**src/design/macroblock_ycbcr_to_rgb_writer_top_assert.svh**
```systemverilog
// Assertion macros for the macroblock colour writer.
// Each macro takes a label, an antecedent, a consequent and a message.
`ifndef MACROBLOCK_YCBCR_TO_RGB_WRITER_TOP_ASSERT_SVH
`define MACROBLOCK_YCBCR_TO_RGB_WRITER_TOP_ASSERT_SVH

// Same-cycle implication, sampled on the rising edge, muted in reset.
`define MBRW_ASSERT_NOW(label, ante, cons, msg) \
  label: assert property (@(posedge clk) disable iff (rst) (ante) |-> (cons)) \
    else $error(msg);

// Next-cycle implication, sampled on the rising edge, muted in reset.
`define MBRW_ASSERT_NEXT(label, ante, cons, msg) \
  label: assert property (@(posedge clk) disable iff (rst) (ante) |=> (cons)) \
    else $error(msg);

`endif

```
**src/design/mbrw_pkg.sv**
```systemverilog
package mbrw_pkg;

  // Field widths
  localparam int ADDR_W     = 16;   // macroblock address
  localparam int POS_W      = 4;    // column / row inside a macroblock
  localparam int PIX_W      = 8;    // one sample
  localparam int FW_W       = 12;   // frame width / height
  localparam int PR_W       = 9;    // macroblocks per row
  localparam int MBC_W      = 16;   // macroblock count
  localparam int CFG_DATA_W = 16;
  localparam int OUT_ADDR_W = 24;
  localparam int RGB_W      = 24;
  localparam int S_TDATA_W  = 48;
  localparam int M_TDATA_W  = 48;

  localparam int MB_SIZE    = 16;
  localparam logic [POS_W-1:0] MB_LAST_POS = POS_W'(MB_SIZE - 1);

  localparam int COEF_FRAC_BITS_DEF = 16;

  // Register reset values
  localparam logic [FW_W-1:0]  FRAME_WIDTH_RST  = 12'd720;
  localparam logic [FW_W-1:0]  FRAME_HEIGHT_RST = 12'd480;
  localparam logic [PR_W-1:0]  MBS_PER_ROW_RST  = 9'd45;
  localparam logic [MBC_W-1:0] MB_COUNT_RST     = 16'd1350;

  typedef enum logic [1:0] {
    CFG_FRAME_WIDTH  = 2'd0,
    CFG_FRAME_HEIGHT = 2'd1,
    CFG_MBS_PER_ROW  = 2'd2,
    CFG_MB_COUNT     = 2'd3
  } cfg_idx_t;

  // Per-pixel attributes carried alongside the address division
  typedef struct packed {
    logic             intra;
    logic             done;
    logic [POS_W-1:0] col;
    logic [POS_W-1:0] row;
    logic [RGB_W-1:0] rgb;
  } mbrw_side_t;

endpackage

```
**src/design/mbrw_csc.sv**
```systemverilog
module mbrw_csc #(
  parameter int COEF_FRAC_BITS = mbrw_pkg::COEF_FRAC_BITS_DEF
) (
  input  logic                        clk,
  input  logic                        en1,
  input  logic                        en2,
  input  logic [mbrw_pkg::PIX_W-1:0]  luma,
  input  logic [mbrw_pkg::PIX_W-1:0]  chroma_blue,
  input  logic [mbrw_pkg::PIX_W-1:0]  chroma_red,
  output logic [mbrw_pkg::RGB_W-1:0]  rgb
);
  import mbrw_pkg::*;

  localparam int F  = COEF_FRAC_BITS;
  localparam int CW = F + 2;          // coefficients stay below 2.0
  localparam int PW = F + 13;         // products and sums, signed

  localparam logic signed [CW:0] K_CR_R =
    (CW+1)'(((64'd1402 << F) + 64'd500) / 64'd1000);
  localparam logic signed [CW:0] K_CB_G =
    (CW+1)'(((64'd34414 << F) + 64'd50000) / 64'd100000);
  localparam logic signed [CW:0] K_CR_G =
    (CW+1)'(((64'd71414 << F) + 64'd50000) / 64'd100000);
  localparam logic signed [CW:0] K_CB_B =
    (CW+1)'(((64'd1772 << F) + 64'd500) / 64'd1000);

  localparam logic signed [PIX_W+1:0] C_OFS = 10'sd128;

  function automatic logic [PIX_W-1:0] clamp(input logic signed [PW-1:0] v);
    logic [PW-F-1:0] sh;
    sh = v[PW-1:F];
    if (v < 0) begin
      clamp = '0;
    end else if (|sh[PW-F-1:PIX_W]) begin
      clamp = '1;
    end else begin
      clamp = sh[PIX_W-1:0];
    end
  endfunction

  logic signed [PIX_W+1:0] cb_s;
  logic signed [PIX_W+1:0] cr_s;
  logic signed [PW-1:0]    base;
  logic signed [PW-1:0]    p_rr;
  logic signed [PW-1:0]    p_gb;
  logic signed [PW-1:0]    p_gr;
  logic signed [PW-1:0]    p_bb;
  logic signed [PW-1:0]    sum_r;
  logic signed [PW-1:0]    sum_g;
  logic signed [PW-1:0]    sum_b;

  assign cb_s = $signed({2'b00, chroma_blue}) - C_OFS;
  assign cr_s = $signed({2'b00, chroma_red}) - C_OFS;

  // Products with the constant coefficients
  always_ff @(posedge clk) begin
    if (en1) begin
      base <= $signed({{(PW-PIX_W-F){1'b0}}, luma, {F{1'b0}}});
      p_rr <= K_CR_R * cr_s;
      p_gb <= K_CB_G * cb_s;
      p_gr <= K_CR_G * cr_s;
      p_bb <= K_CB_B * cb_s;
    end
  end

  assign sum_r = base + p_rr;
  assign sum_g = base - p_gb - p_gr;
  assign sum_b = base + p_bb;

  // Clamp and pack B, G, R from the top byte down
  always_ff @(posedge clk) begin
    if (en2) begin
      rgb <= {clamp(sum_b), clamp(sum_g), clamp(sum_r)};
    end
  end

endmodule

```
**src/design/mbrw_div.sv**
```systemverilog
module mbrw_div (
  input  logic                         clk,
  input  logic [mbrw_pkg::ADDR_W-1:0]  en,
  input  logic [mbrw_pkg::ADDR_W-1:0]  num,
  input  logic [mbrw_pkg::PR_W-1:0]    den,
  input  mbrw_pkg::mbrw_side_t         side_in,
  output logic [mbrw_pkg::ADDR_W-1:0]  quo,
  output logic [mbrw_pkg::PR_W-1:0]    rem,
  output mbrw_pkg::mbrw_side_t         side_out
);
  import mbrw_pkg::*;

  localparam int NW = ADDR_W;

  logic [PR_W-1:0] rem_q  [NW];
  logic [NW-1:0]   num_q  [NW];
  mbrw_side_t      side_q [NW];

  // One restoring step per stage, dividend bits enter MSB first
  for (genvar k = 0; k < NW; k++) begin : g_stage
    logic [PR_W-1:0] r_prev;
    logic [NW-1:0]   n_prev;
    mbrw_side_t      s_prev;
    logic [PR_W:0]   t;
    logic            ge;

    if (k == 0) begin : g_first
      assign r_prev = '0;
      assign n_prev = num;
      assign s_prev = side_in;
    end else begin : g_next
      assign r_prev = rem_q[k-1];
      assign n_prev = num_q[k-1];
      assign s_prev = side_q[k-1];
    end

    assign t  = {r_prev, n_prev[NW-1]};
    assign ge = (t >= {1'b0, den});

    always_ff @(posedge clk) begin
      if (en[k]) begin
        rem_q[k]  <= ge ? PR_W'(t - {1'b0, den}) : t[PR_W-1:0];
        num_q[k]  <= {n_prev[NW-2:0], ge};
        side_q[k] <= s_prev;
      end
    end
  end

  assign quo      = num_q[NW-1];
  assign rem      = rem_q[NW-1];
  assign side_out = side_q[NW-1];

endmodule

```
**src/design/macroblock_ycbcr_to_rgb_writer_top.sv**
```systemverilog
// Throughput: one pixel per cycle while the receiver takes results; the depth
//   is set by the 16-stage address divider (one quotient bit per stage).
// Reset (rst, synchronous, active high) empties the pipeline and loads the
//   frame registers with 720 x 480, 45 macroblocks per row, 1350 macroblocks.
module macroblock_ycbcr_to_rgb_writer_top #(
  parameter int COEF_FRAC_BITS = mbrw_pkg::COEF_FRAC_BITS_DEF
) (
  input  logic                             clk,
  input  logic                             rst,
  // configuration
  input  logic                             cfg_we,
  input  mbrw_pkg::cfg_idx_t               cfg_index,
  input  logic [mbrw_pkg::CFG_DATA_W-1:0]  cfg_data,
  // pixel requests in
  input  logic                             s_axis_tvalid,
  output logic                             s_axis_tready,
  // [15:0] mb_address, [19:16] pixel_col, [23:20] pixel_row,
  // [31:24] luma, [39:32] chroma_blue, [47:40] chroma_red
  input  logic [mbrw_pkg::S_TDATA_W-1:0]   s_axis_tdata,
  // [0] intra_picture
  input  logic                             s_axis_tuser,
  // frame write requests out
  output logic                             m_axis_tvalid,
  input  logic                             m_axis_tready,
  // [23:0] pixel_addr, [47:24] rgb_word
  output logic [mbrw_pkg::M_TDATA_W-1:0]   m_axis_tdata,
  // [0] write_enable
  output logic                             m_axis_tuser,
  // picture_done
  output logic                             m_axis_tlast
);
  import mbrw_pkg::*;

  // Stage map:
  //   0        input capture
  //   1..2     colour conversion (products, then clamp and pack)
  //   3..18    address / macroblocks-per-row, one quotient bit per stage
  //   19       frame position, clipping
  //   20       row stride multiply
  //   21       address add, output register
  localparam int NW = ADDR_W;
  localparam int S_DIV = 3;
  localparam int S_POS = S_DIV + NW;
  localparam int S_MUL = S_POS + 1;
  localparam int S_OUT = S_MUL + 1;
  localparam int NS = S_OUT + 1;

  localparam int PX_W = PR_W + POS_W;
  localparam int PY_W = ADDR_W + POS_W;
  localparam int PROD_W = PY_W + FW_W;

  // ---------------------------------------------------------------------
  // Configuration registers
  // ---------------------------------------------------------------------
  logic [FW_W-1:0]  frame_width;
  logic [FW_W-1:0]  frame_height;
  logic [PR_W-1:0]  mbs_per_row;
  logic [MBC_W-1:0] mb_count;

  always_ff @(posedge clk) begin
    if (rst) begin
      frame_width  <= FRAME_WIDTH_RST;
      frame_height <= FRAME_HEIGHT_RST;
      mbs_per_row  <= MBS_PER_ROW_RST;
      mb_count     <= MB_COUNT_RST;
    end else if (cfg_we) begin
      case (cfg_index)
        CFG_FRAME_WIDTH:  frame_width  <= cfg_data[FW_W-1:0];
        CFG_FRAME_HEIGHT: frame_height <= cfg_data[FW_W-1:0];
        CFG_MBS_PER_ROW:  mbs_per_row  <= cfg_data[PR_W-1:0];
        CFG_MB_COUNT:     mb_count     <= cfg_data[MBC_W-1:0];
        default: ;
      endcase
    end
  end

  // A zero row count divides as one; a zero picture count wraps to the
  // highest address.
  logic [PR_W-1:0]   per_row;
  logic [ADDR_W-1:0] last_addr;

  assign per_row   = (mbs_per_row == '0) ? PR_W'(1) : mbs_per_row;
  assign last_addr = mb_count - MBC_W'(1);

  // ---------------------------------------------------------------------
  // Flow control
  // A stage advances when it or any stage after it holds a bubble, or the
  // result is being taken, so gaps close up behind a stalled output.
  // ---------------------------------------------------------------------
  logic [NS-1:0] v;
  logic [NS-1:0] en;

  for (genvar i = 0; i < NS; i++) begin : g_en
    assign en[i] = m_axis_tready || !(&v[NS-1:i]);
  end

  always_ff @(posedge clk) begin
    if (rst) begin
      v <= '0;
    end else begin
      if (en[0]) begin
        v[0] <= s_axis_tvalid;
      end
      for (int i = 1; i < NS; i++) begin
        if (en[i]) begin
          v[i] <= v[i-1];
        end
      end
    end
  end

  assign s_axis_tready = en[0];
  assign m_axis_tvalid = v[NS-1];

  // ---------------------------------------------------------------------
  // Stage 0: capture the request
  // ---------------------------------------------------------------------
  logic              intra0;
  logic [ADDR_W-1:0] addr0;
  logic [POS_W-1:0]  col0;
  logic [POS_W-1:0]  row0;
  logic [PIX_W-1:0]  y0;
  logic [PIX_W-1:0]  cb0;
  logic [PIX_W-1:0]  cr0;

  always_ff @(posedge clk) begin
    if (en[0]) begin
      intra0 <= s_axis_tuser;
      addr0  <= s_axis_tdata[15:0];
      col0   <= s_axis_tdata[19:16];
      row0   <= s_axis_tdata[23:20];
      y0     <= s_axis_tdata[31:24];
      cb0    <= s_axis_tdata[39:32];
      cr0    <= s_axis_tdata[47:40];
    end
  end

  // ---------------------------------------------------------------------
  // Stages 1..2: colour conversion runs in its own unit; the position and
  // the end-of-picture test travel beside it.
  // ---------------------------------------------------------------------
  logic              intra1, intra2;
  logic              done1, done2;
  logic [ADDR_W-1:0] addr1, addr2;
  logic [POS_W-1:0]  col1, col2;
  logic [POS_W-1:0]  row1, row2;
  logic [RGB_W-1:0]  rgb2;

  // Picture done follows address, position and intra flag alone,
  // clipping has no say in it.
  always_ff @(posedge clk) begin
    if (en[1]) begin
      intra1 <= intra0;
      addr1  <= addr0;
      col1   <= col0;
      row1   <= row0;
      done1  <= intra0 && (addr0 == last_addr) &&
                (col0 == MB_LAST_POS) && (row0 == MB_LAST_POS);
    end
    if (en[2]) begin
      intra2 <= intra1;
      addr2  <= addr1;
      col2   <= col1;
      row2   <= row1;
      done2  <= done1;
    end
  end

  mbrw_csc #(
    .COEF_FRAC_BITS (COEF_FRAC_BITS)
  ) u_csc (
    .clk         (clk),
    .en1         (en[1]),
    .en2         (en[2]),
    .luma        (y0),
    .chroma_blue (cb0),
    .chroma_red  (cr0),
    .rgb         (rgb2)
  );

  // ---------------------------------------------------------------------
  // Stages 3..18: macroblock column and row from the raster address
  // ---------------------------------------------------------------------
  mbrw_side_t        side_div_in;
  mbrw_side_t        side_div;
  logic [ADDR_W-1:0] mb_y;
  logic [PR_W-1:0]   mb_x;

  assign side_div_in = '{intra: intra2, done: done2, col: col2, row: row2, rgb: rgb2};

  mbrw_div u_div (
    .clk      (clk),
    .en       (en[S_DIV +: NW]),
    .num      (addr2),
    .den      (per_row),
    .side_in  (side_div_in),
    .quo      (mb_y),
    .rem      (mb_x),
    .side_out (side_div)
  );

  // ---------------------------------------------------------------------
  // Stage 19: pixel position (a macroblock is 16 wide, so the offset
  // inside it fills the low bits) and clipping against the frame.
  // ---------------------------------------------------------------------
  logic [PX_W-1:0]  px;
  logic [PY_W-1:0]  py;
  logic [PX_W-1:0]  px_p;
  logic [PY_W-1:0]  py_p;
  logic             we_p;
  logic             done_p;
  logic [RGB_W-1:0] rgb_p;

  assign px = {mb_x, side_div.col};
  assign py = {mb_y, side_div.row};

  always_ff @(posedge clk) begin
    if (en[S_POS]) begin
      px_p   <= px;
      py_p   <= py;
      we_p   <= side_div.intra &&
                (px < PX_W'(frame_width)) && (py < PY_W'(frame_height));
      done_p <= side_div.done;
      rgb_p  <= side_div.rgb;
    end
  end

  // ---------------------------------------------------------------------
  // Stage 20: row stride
  // ---------------------------------------------------------------------
  logic [PROD_W-1:0] prod_m;
  logic [PX_W-1:0]   px_m;
  logic              we_m;
  logic              done_m;
  logic [RGB_W-1:0]  rgb_m;

  always_ff @(posedge clk) begin
    if (en[S_MUL]) begin
      prod_m <= py_p * frame_width;
      px_m   <= px_p;
      we_m   <= we_p;
      done_m <= done_p;
      rgb_m  <= rgb_p;
    end
  end

  // ---------------------------------------------------------------------
  // Stage 21: output register; drop address and colour when not written
  // ---------------------------------------------------------------------
  logic [PROD_W-1:0]     addr_sum;
  logic [OUT_ADDR_W-1:0] pixel_addr_o;
  logic [RGB_W-1:0]      rgb_o;
  logic                  we_o;
  logic                  done_o;

  assign addr_sum = prod_m + PROD_W'(px_m);

  always_ff @(posedge clk) begin
    if (en[S_OUT]) begin
      pixel_addr_o <= we_m ? addr_sum[OUT_ADDR_W-1:0] : '0;
      rgb_o        <= we_m ? rgb_m : '0;
      we_o         <= we_m;
      done_o       <= done_m;
    end
  end

  assign m_axis_tdata = {rgb_o, pixel_addr_o};
  assign m_axis_tuser = we_o;
  assign m_axis_tlast = done_o;

  // ---------------------------------------------------------------------
  // Checks
  // ---------------------------------------------------------------------
`include "macroblock_ycbcr_to_rgb_writer_top_assert.svh"

  `MBRW_ASSERT_NOW(a_unwritten_zero, m_axis_tvalid && !m_axis_tuser, m_axis_tdata == '0, "pixel not written but payload non-zero")
  `MBRW_ASSERT_NOW(a_bubble_ready, !(&v), s_axis_tready, "pipeline has a bubble but refuses a request")
  `MBRW_ASSERT_NEXT(a_accept_lands, s_axis_tvalid && s_axis_tready, v[0], "accepted request missing from first stage")

endmodule

```
**config.mk**
```make
export PLATFORM = sky130hd
export DESIGN_NAME = macroblock_ycbcr_to_rgb_writer_top
export DESIGN_NICKNAME = d
export VERILOG_FILES = /design/src/design/mbrw_pkg.sv /design/src/design/mbrw_csc.sv /design/src/design/mbrw_div.sv /design/src/design/macroblock_ycbcr_to_rgb_writer_top.sv
export VERILOG_INCLUDE_DIRS = /design/src /design/src/design
export SDC_FILE = /design/constraint.sdc
export NUM_CORES = 2
export LEC_CHECK = 0
export CORE_MARGIN = 5
export CORE_UTILIZATION = 64
export DETAILED_ROUTE_END_ITERATION = 8
export DONT_BUFFER_PORTS = 1
export HOLD_SLACK_MARGIN = 0.1
export PLACE_DENSITY_LB_ADDON = 0.12
export SETUP_SLACK_MARGIN = 0.3
export SYNTH_ARGS = -nofsm -noshare
export SYNTH_HDL_FRONTEND = slang
export SYNTH_SLANG_ARGS = --single-unit
```
**constraint.sdc**
```tcl
create_clock -name clk -period 6.7 [get_ports clk]
set_clock_uncertainty 0.1 [all_clocks]
set_input_delay 0.67 -clock clk [delete_from_list [all_inputs] [get_ports clk]]
set_output_delay 0.67 -clock clk [all_outputs]
set_load 0.02 [all_outputs]
```
After elaboration in Yosys (flattened, before gate mapping)
Memories as Yosys holds them, arrays and structs flattened.
Index checks and enable logic that the tools add are counted.
Word-level totals
  memory bits (writable): 944
  input bits: 72
  output and inout bits: 52
  memories kept: 3
  bits in registers: 489
  word-level logic and storage cells: 255
Memories
  u_div.side_q: words 16, bits a word 34, rd ports 16, clocked after memory_dff 0, write ports 16, line mbrw_div.sv:17  | mbrw_side_t side_q [NW];
  u_div.num_q: words 16, bits a word 16, rd ports 16, clocked after memory_dff 0, write ports 16, line mbrw_div.sv:16  | logic [NW-1:0] num_q [NW];
  u_div.rem_q: words 16, bits a word 9, rd ports 16, clocked after memory_dff 0, write ports 16, line mbrw_div.sv:15  | logic [PR_W-1:0] rem_q [NW];
Operators by class
  reductions and logical operators: 79
  $mul: 5
  muxes and demuxes: 52
  magnitude comparators: 21
  equal/unequal tests: 6
  add/subtract/negate cells: 24
Operators by type and width (number)
  $mux 9: 17
  $ge 10x9->1: 15
  $sub 9x9->9: 15
  $lt 29x1->1 const B: 3
  $add 25x29->29: 2
  $mux 1: 32
  $sub 25x29->29: 1
  $sub 29x29->29: 1
  $mul 18x9->27 const A: 1
  $mul 17x9->26 const A: 1
  $mul 16x9->25 const A: 1
  $add 24x13->24: 1
  $mul 15x9->24 const A: 1
  $mul 20x12->24: 1
  $mux 8: 3
  $logic_not 1->1: 22
  $logic_or 1x1->1: 22
  $reduce_and 22->1: 1
  $reduce_and 21->1: 1
  $lt 20x12->1: 1
  $reduce_and 20->1: 1
  $reduce_and 19->1: 1
  $reduce_and 18->1: 1
  $sub 8x8->9 const B: 2
  other kinds (28): 40

Logic depth before layout (Yosys ltp)
  depth after elaboration: 5
  depth in mapped cells: 22

Hierarchy
Synthesis repeated with hierarchy kept, for this count alone.
Unflattened totals
  cells, all modules: 4786
  area, all modules: 68169.1 µm²
By module, submodules not included
  mbrw_div: cells each 1897, times used 1, area each 35911.9 µm², seq. area each 28347.2 µm²
  macroblock_ycbcr_to_rgb_writer_top: cells each 1656, times used 1, area each 19114.6 µm², seq. area each 9619.2 µm²
  mbrw_csc: cells each 1233, times used 1, area each 13142.6 µm², seq. area each 3093.0 µm²

Worst setup path after synthesis
No wires, ideal clock.
  path kind: flip-flop to flip-flop
  start point: reg cr0[7]
  end point: reg u_csc.p_rr[25] (data pin)
  arrival: 5.389 ns
  path buffers: 1
  required time: 6.324 ns
  period minus slack after synthesis: 5.765 ns
  stages on the path, launching flop included: 20
  slack: 0.935 ns
  cell sequence: edfxtp_1 -> clkbuf_1 -> inv_1 -> ha_1 -> inv_1 -> xnor2_1 -> fa_1 -> inv_1 -> fa_1 -> ha_1 -> ha_1 -> a21o_1 -> a21o_1 -> a21o_1 -> a2111oi_2 -> nor3_1 -> a2111oi_2 -> o21ai_1 -> nor4_1 -> a311oi_1
On the way
  word-level cells in the longest chain between the ends: 2
RTL lines
  from (decl): line macroblock_ycbcr_to_rgb_writer_top.sv:124  | logic [PIX_W-1:0] cr0;
  from (signal assigned): line macroblock_ycbcr_to_rgb_writer_top.sv:134  | cr0 <= s_axis_tdata[47:40];
  $sub 8x8->9: line mbrw_csc.sv:53  | assign cr_s = $signed({2'b00, chroma_red}) - C_OFS;
  $mul 18x9->27: line mbrw_csc.sv:59  | p_rr <= K_CR_R * cr_s;
  to (signal assigned): line mbrw_csc.sv:59
  to (decl): line mbrw_csc.sv:44  | logic signed [PW-1:0] p_rr;
Every way passes these cells.
A chain may end at the register's enable or synchronous reset.

Worst setup path in the final report
  start point: reg frame_width[3]
  end point: reg prod_m[23] (data pin)
On the way
  word-level cells in the longest chain between the ends: 1
RTL lines
  from (decl): line macroblock_ycbcr_to_rgb_writer_top.sv:55  | logic [FW_W-1:0] frame_width;
  from (signal assigned): line macroblock_ycbcr_to_rgb_writer_top.sv:68  | CFG_FRAME_WIDTH: frame_width <= cfg_data[FW_W-1:0];
  $mul 20x12->24: line macroblock_ycbcr_to_rgb_writer_top.sv:239  | prod_m <= py_p * frame_width;
  to (signal assigned): line macroblock_ycbcr_to_rgb_writer_top.sv:239
  to (decl): line macroblock_ycbcr_to_rgb_writer_top.sv:231  | logic [PROD_W-1:0] prod_m;
Every way passes these cells.

==> impl_metrics.yaml <==
finish:
  layout_common_cells: "1320 x edfxtp_1, 548 x inv_1, 522 x ha_1, 292 x nand2_1, 288 x fa_1"
  drive_gt1_share_pct: 6.68
  area_growth_pct: 10.8
  final_util_pct: 71.5
  final.fill_count: 6783
  final_cell_area_sq_mm: 0.0742
  layout_commonest_cell: "edfxtp_1"
  diodes: 0
  finalNonFillerCells: 6396
  nNetsFinal: 5786
yosys:
  netlist_area_sq_mm: 0.0670
  synthArstFlopShare_pct: 0
  synth_seq_cells: 1391
  synth_area_leader_cell: "edfxtp_1"
  seq_area_frac_synth_pct: 61.3
  syn-num-nets: 5605
  synth_area_leaders: "edfxtp_1 59%, ha_1 9.7%, fa_1 8.6%"
  yosysTopAreaCellShare_pct: 59.1
  avgSynthCellArea_sq_um: 14.2
  synthFlopType: "edfxtp_1"
  synth.distinct_cells: 74
  synth-edff-count: 1320
  netlist_instances: 4723
  yosysWarningCount: 0
timing:
  min_period_over_period_pct: 91.8
  rsz0062_at_grt: "no"
  period_minus_slack_ns: 6.15
  maxSlewHeadroom_pct: 25.0
  drv_slew: 0
  setup_viol: 0
  finalSetupTns_ns: 0
  tightest_slew_ns: 1.10
  timing.fmax_mhz: 163
  hold_viol: 0
power:
  power_density_mw_per_mm2: 476
  ir_worst_vdd_uv: 725
  power_uw: 35300
  p_leak_uw: 0.0311
clocking:
  clkSinkCount: 1391
  numCtsBuffers: 139
  clkLatencyLatePin_ns: 0.77
  tritoncts: "built"
  root_buffer: "clkbuf_16"
  htreeDepth: 4
  cts_buffer_depth: 3
  clk_pin_slew_worst_paths_ns: 0.06
critical_path:
  criticalPathCategory: "reg -> reg"
  cp_slowest_cell: "dfxtp_1"
  cp.required_ns: 7.06
  critPathMaxFanout: 17
  crit_top_cell: "fa_1"
  slowest_delay_ns: 0.75
  path_cells: "and2_1, fa_1, ha_1, fa_1, inv_1, fa_1, fa_1, inv_1, ha_1, and2_1, a311o_1, a2bb2oi_1, a211o_1, a2111oi_1, nor3_1, a211o_1, a21oi_1, xnor2_1"
  crit_path_start_kind: "flop"
  endpoint_kind: "flop"
  cp.arrival_ns: 6.51
place:
  post-dp-hpwl_mm: 86.0
  numPortBuffers: 0
  dp.cells: 6068
  gp_congestion: 0.888
  place_area_sq_mm: 0.0688
drt:
  vias: 35800
  routed_wl_mm: 128
  drtPass1Iterations: 5
  drtAntennaViolNets: 0
  avgViaCountPerCell: 5.59
  routedWlPerCell_um: 20.1
  drtIter0Drc: 2564
  drcViolationCount: 0
grt:
  antenna_found_initial: 0
  met1_usage_pct: 31.5
  grt_max_degree: 72
  grtUsageTotal_pct: 23.6
  top_usage_layer: "met2"
  grt_pass1_wl_mm: 206
  grt.met3_usage_pct: 3.73
  gr-total-overflow: 0
  grt_pass1_vias: 37200
  grt_use_met2_pct: 41.0
floorplanning:
  rows: 118
  coreArea_sq_mm: 0.104
  io_pins: 124
  die_h_um: 334
  die_area_sq_mm: 0.111
  start_util_pct: 64.6
  die_w_um: 334
run_status:
  outcome: "complete, no violations"
worst_hold_path:
  hold_path.class: "in -> reg"
flow_run:
  cap_violations: 0
[worst max-delay path, delay by kind of cell, from the launching register on]
family                     cells  cell delay (ns)
and+or+nand+nor                3             0.59
buffers and inverters          2             0.10
DFF                            1             0.75
AOI/OAI and AO/OA              6             1.75
adders and majority gates      6             2.50
xor gates and xnor gates       1             0.08
[final cells by class]
class	count	area [sq um]	share of cell area, %
Timing Repair Buffer	122	1120	1.51
Sequential cell	1391	41100	55.3
Clock buffer	173	3630	4.89
Clock inverter	80	990	1.33
Tap cell	1380	1730	2.33
Multi-Input combinational cell	2693	23600	31.8
Inverter	557	2090	2.82
[cells in the mapped netlist, types with 7 or more instances]
master     count
inv_1        556
a21boi_0      11
and3_1        14
ha_1         522
nor2_1       232
o21a_1        49
dfxtp_1       71
o21bai_1       8
a21o_1       118
nand3b_1      17
xor2_1        45
or3_1         13
nand2b_1      63
o21ai_0       84
a211oi_1      22
nor3_1        38
a21oi_1      250
edfxtp_1    1320
fa_1         288
and2_1       127
a211o_1       16
nor4_1        11
or2_2         13
nor3b_1        7
o31ai_1        9
xnor2_1      168
a31oi_1        8
nand3_1       40
nor2b_1       64
clkbuf_1      80
mux2_2        32
nand4_1       41
nand2_1      299
mux2i_1        7
a2111oi_0     15
[sequential cells by signal (all words and copies together), names as in the netlist, 11 cells and up]
name and flops:
addr2 16, u_csc.p_bb 11, py_p 20, px_p 13
frame_height 12, u_div.side_q 544, u_div.num_q 256, pixel_addr_o 24
u_csc.rgb 24, u_div.rem_q 144, px_m 13, prod_m 24
addr1 16, v 22, addr0 16, frame_width 12
mb_count 16, rgb_m 24, u_csc.p_rr 18, rgb_o 24
u_csc.p_gb 24, rgb_p 24, u_csc.p_gr 18
[through the flow]
step	hold WS [ns]	worst slack, ns
after floorplan	0.300	0.935
after global placement	0.300	0.618
after detailed placement	0.305	0.489
after global routing	0.114	0.335
final	0.142	0.549
after CTS	0.103	0.467
[what timing repair did]
item | CTS | global route
hold endpoints to repair | 120 | 0
hold buffers | 74 | 0
gates resized for setup | 0 | 4
setup endpoints to repair | 0 | 3
setup buffers | 0 | 1
[routing by layer]
| metal | vias to the layer above | wire [um] |
|---|---|---|
| met4 | 0 | 3430 |
| met2 | 834 | 65200 |
| met3 | 196 | 5990 |
| li1 | 17100 | - |
| met5 | - | 0 |
| met1 | 17700 | 53800 |
[cells by family after synthesis]
group,share of synthesized area [%]
DFF,61.3
and+or+nand+nor,7.37
adders and majority gates,18.3
buffers and inverters,3.59
AOI/OAI and AO/OA,6.00
xor gates and xnor gates,2.78
muxes,0.642
[report_power, final]
part / internal (uW) / switching [uW]
combinational: 6130 / 7360
sequential: 13000 / 1080
clock: 4390 / 3350
[worst paths after layout]
path         cells after the start                from  slack (ns)                  end
max reg2reg                     18      frame_width[3]        0.55           prod_m[23]
max                             18      frame_width[3]        0.55           prod_m[23]
min reg2reg                      0  u_div.num_q[1][99]        0.30  u_div.num_q[1][116]
min                              2         cfg_data[2]        0.14       frame_width[2]
Power figures use the tool's default switching activity.
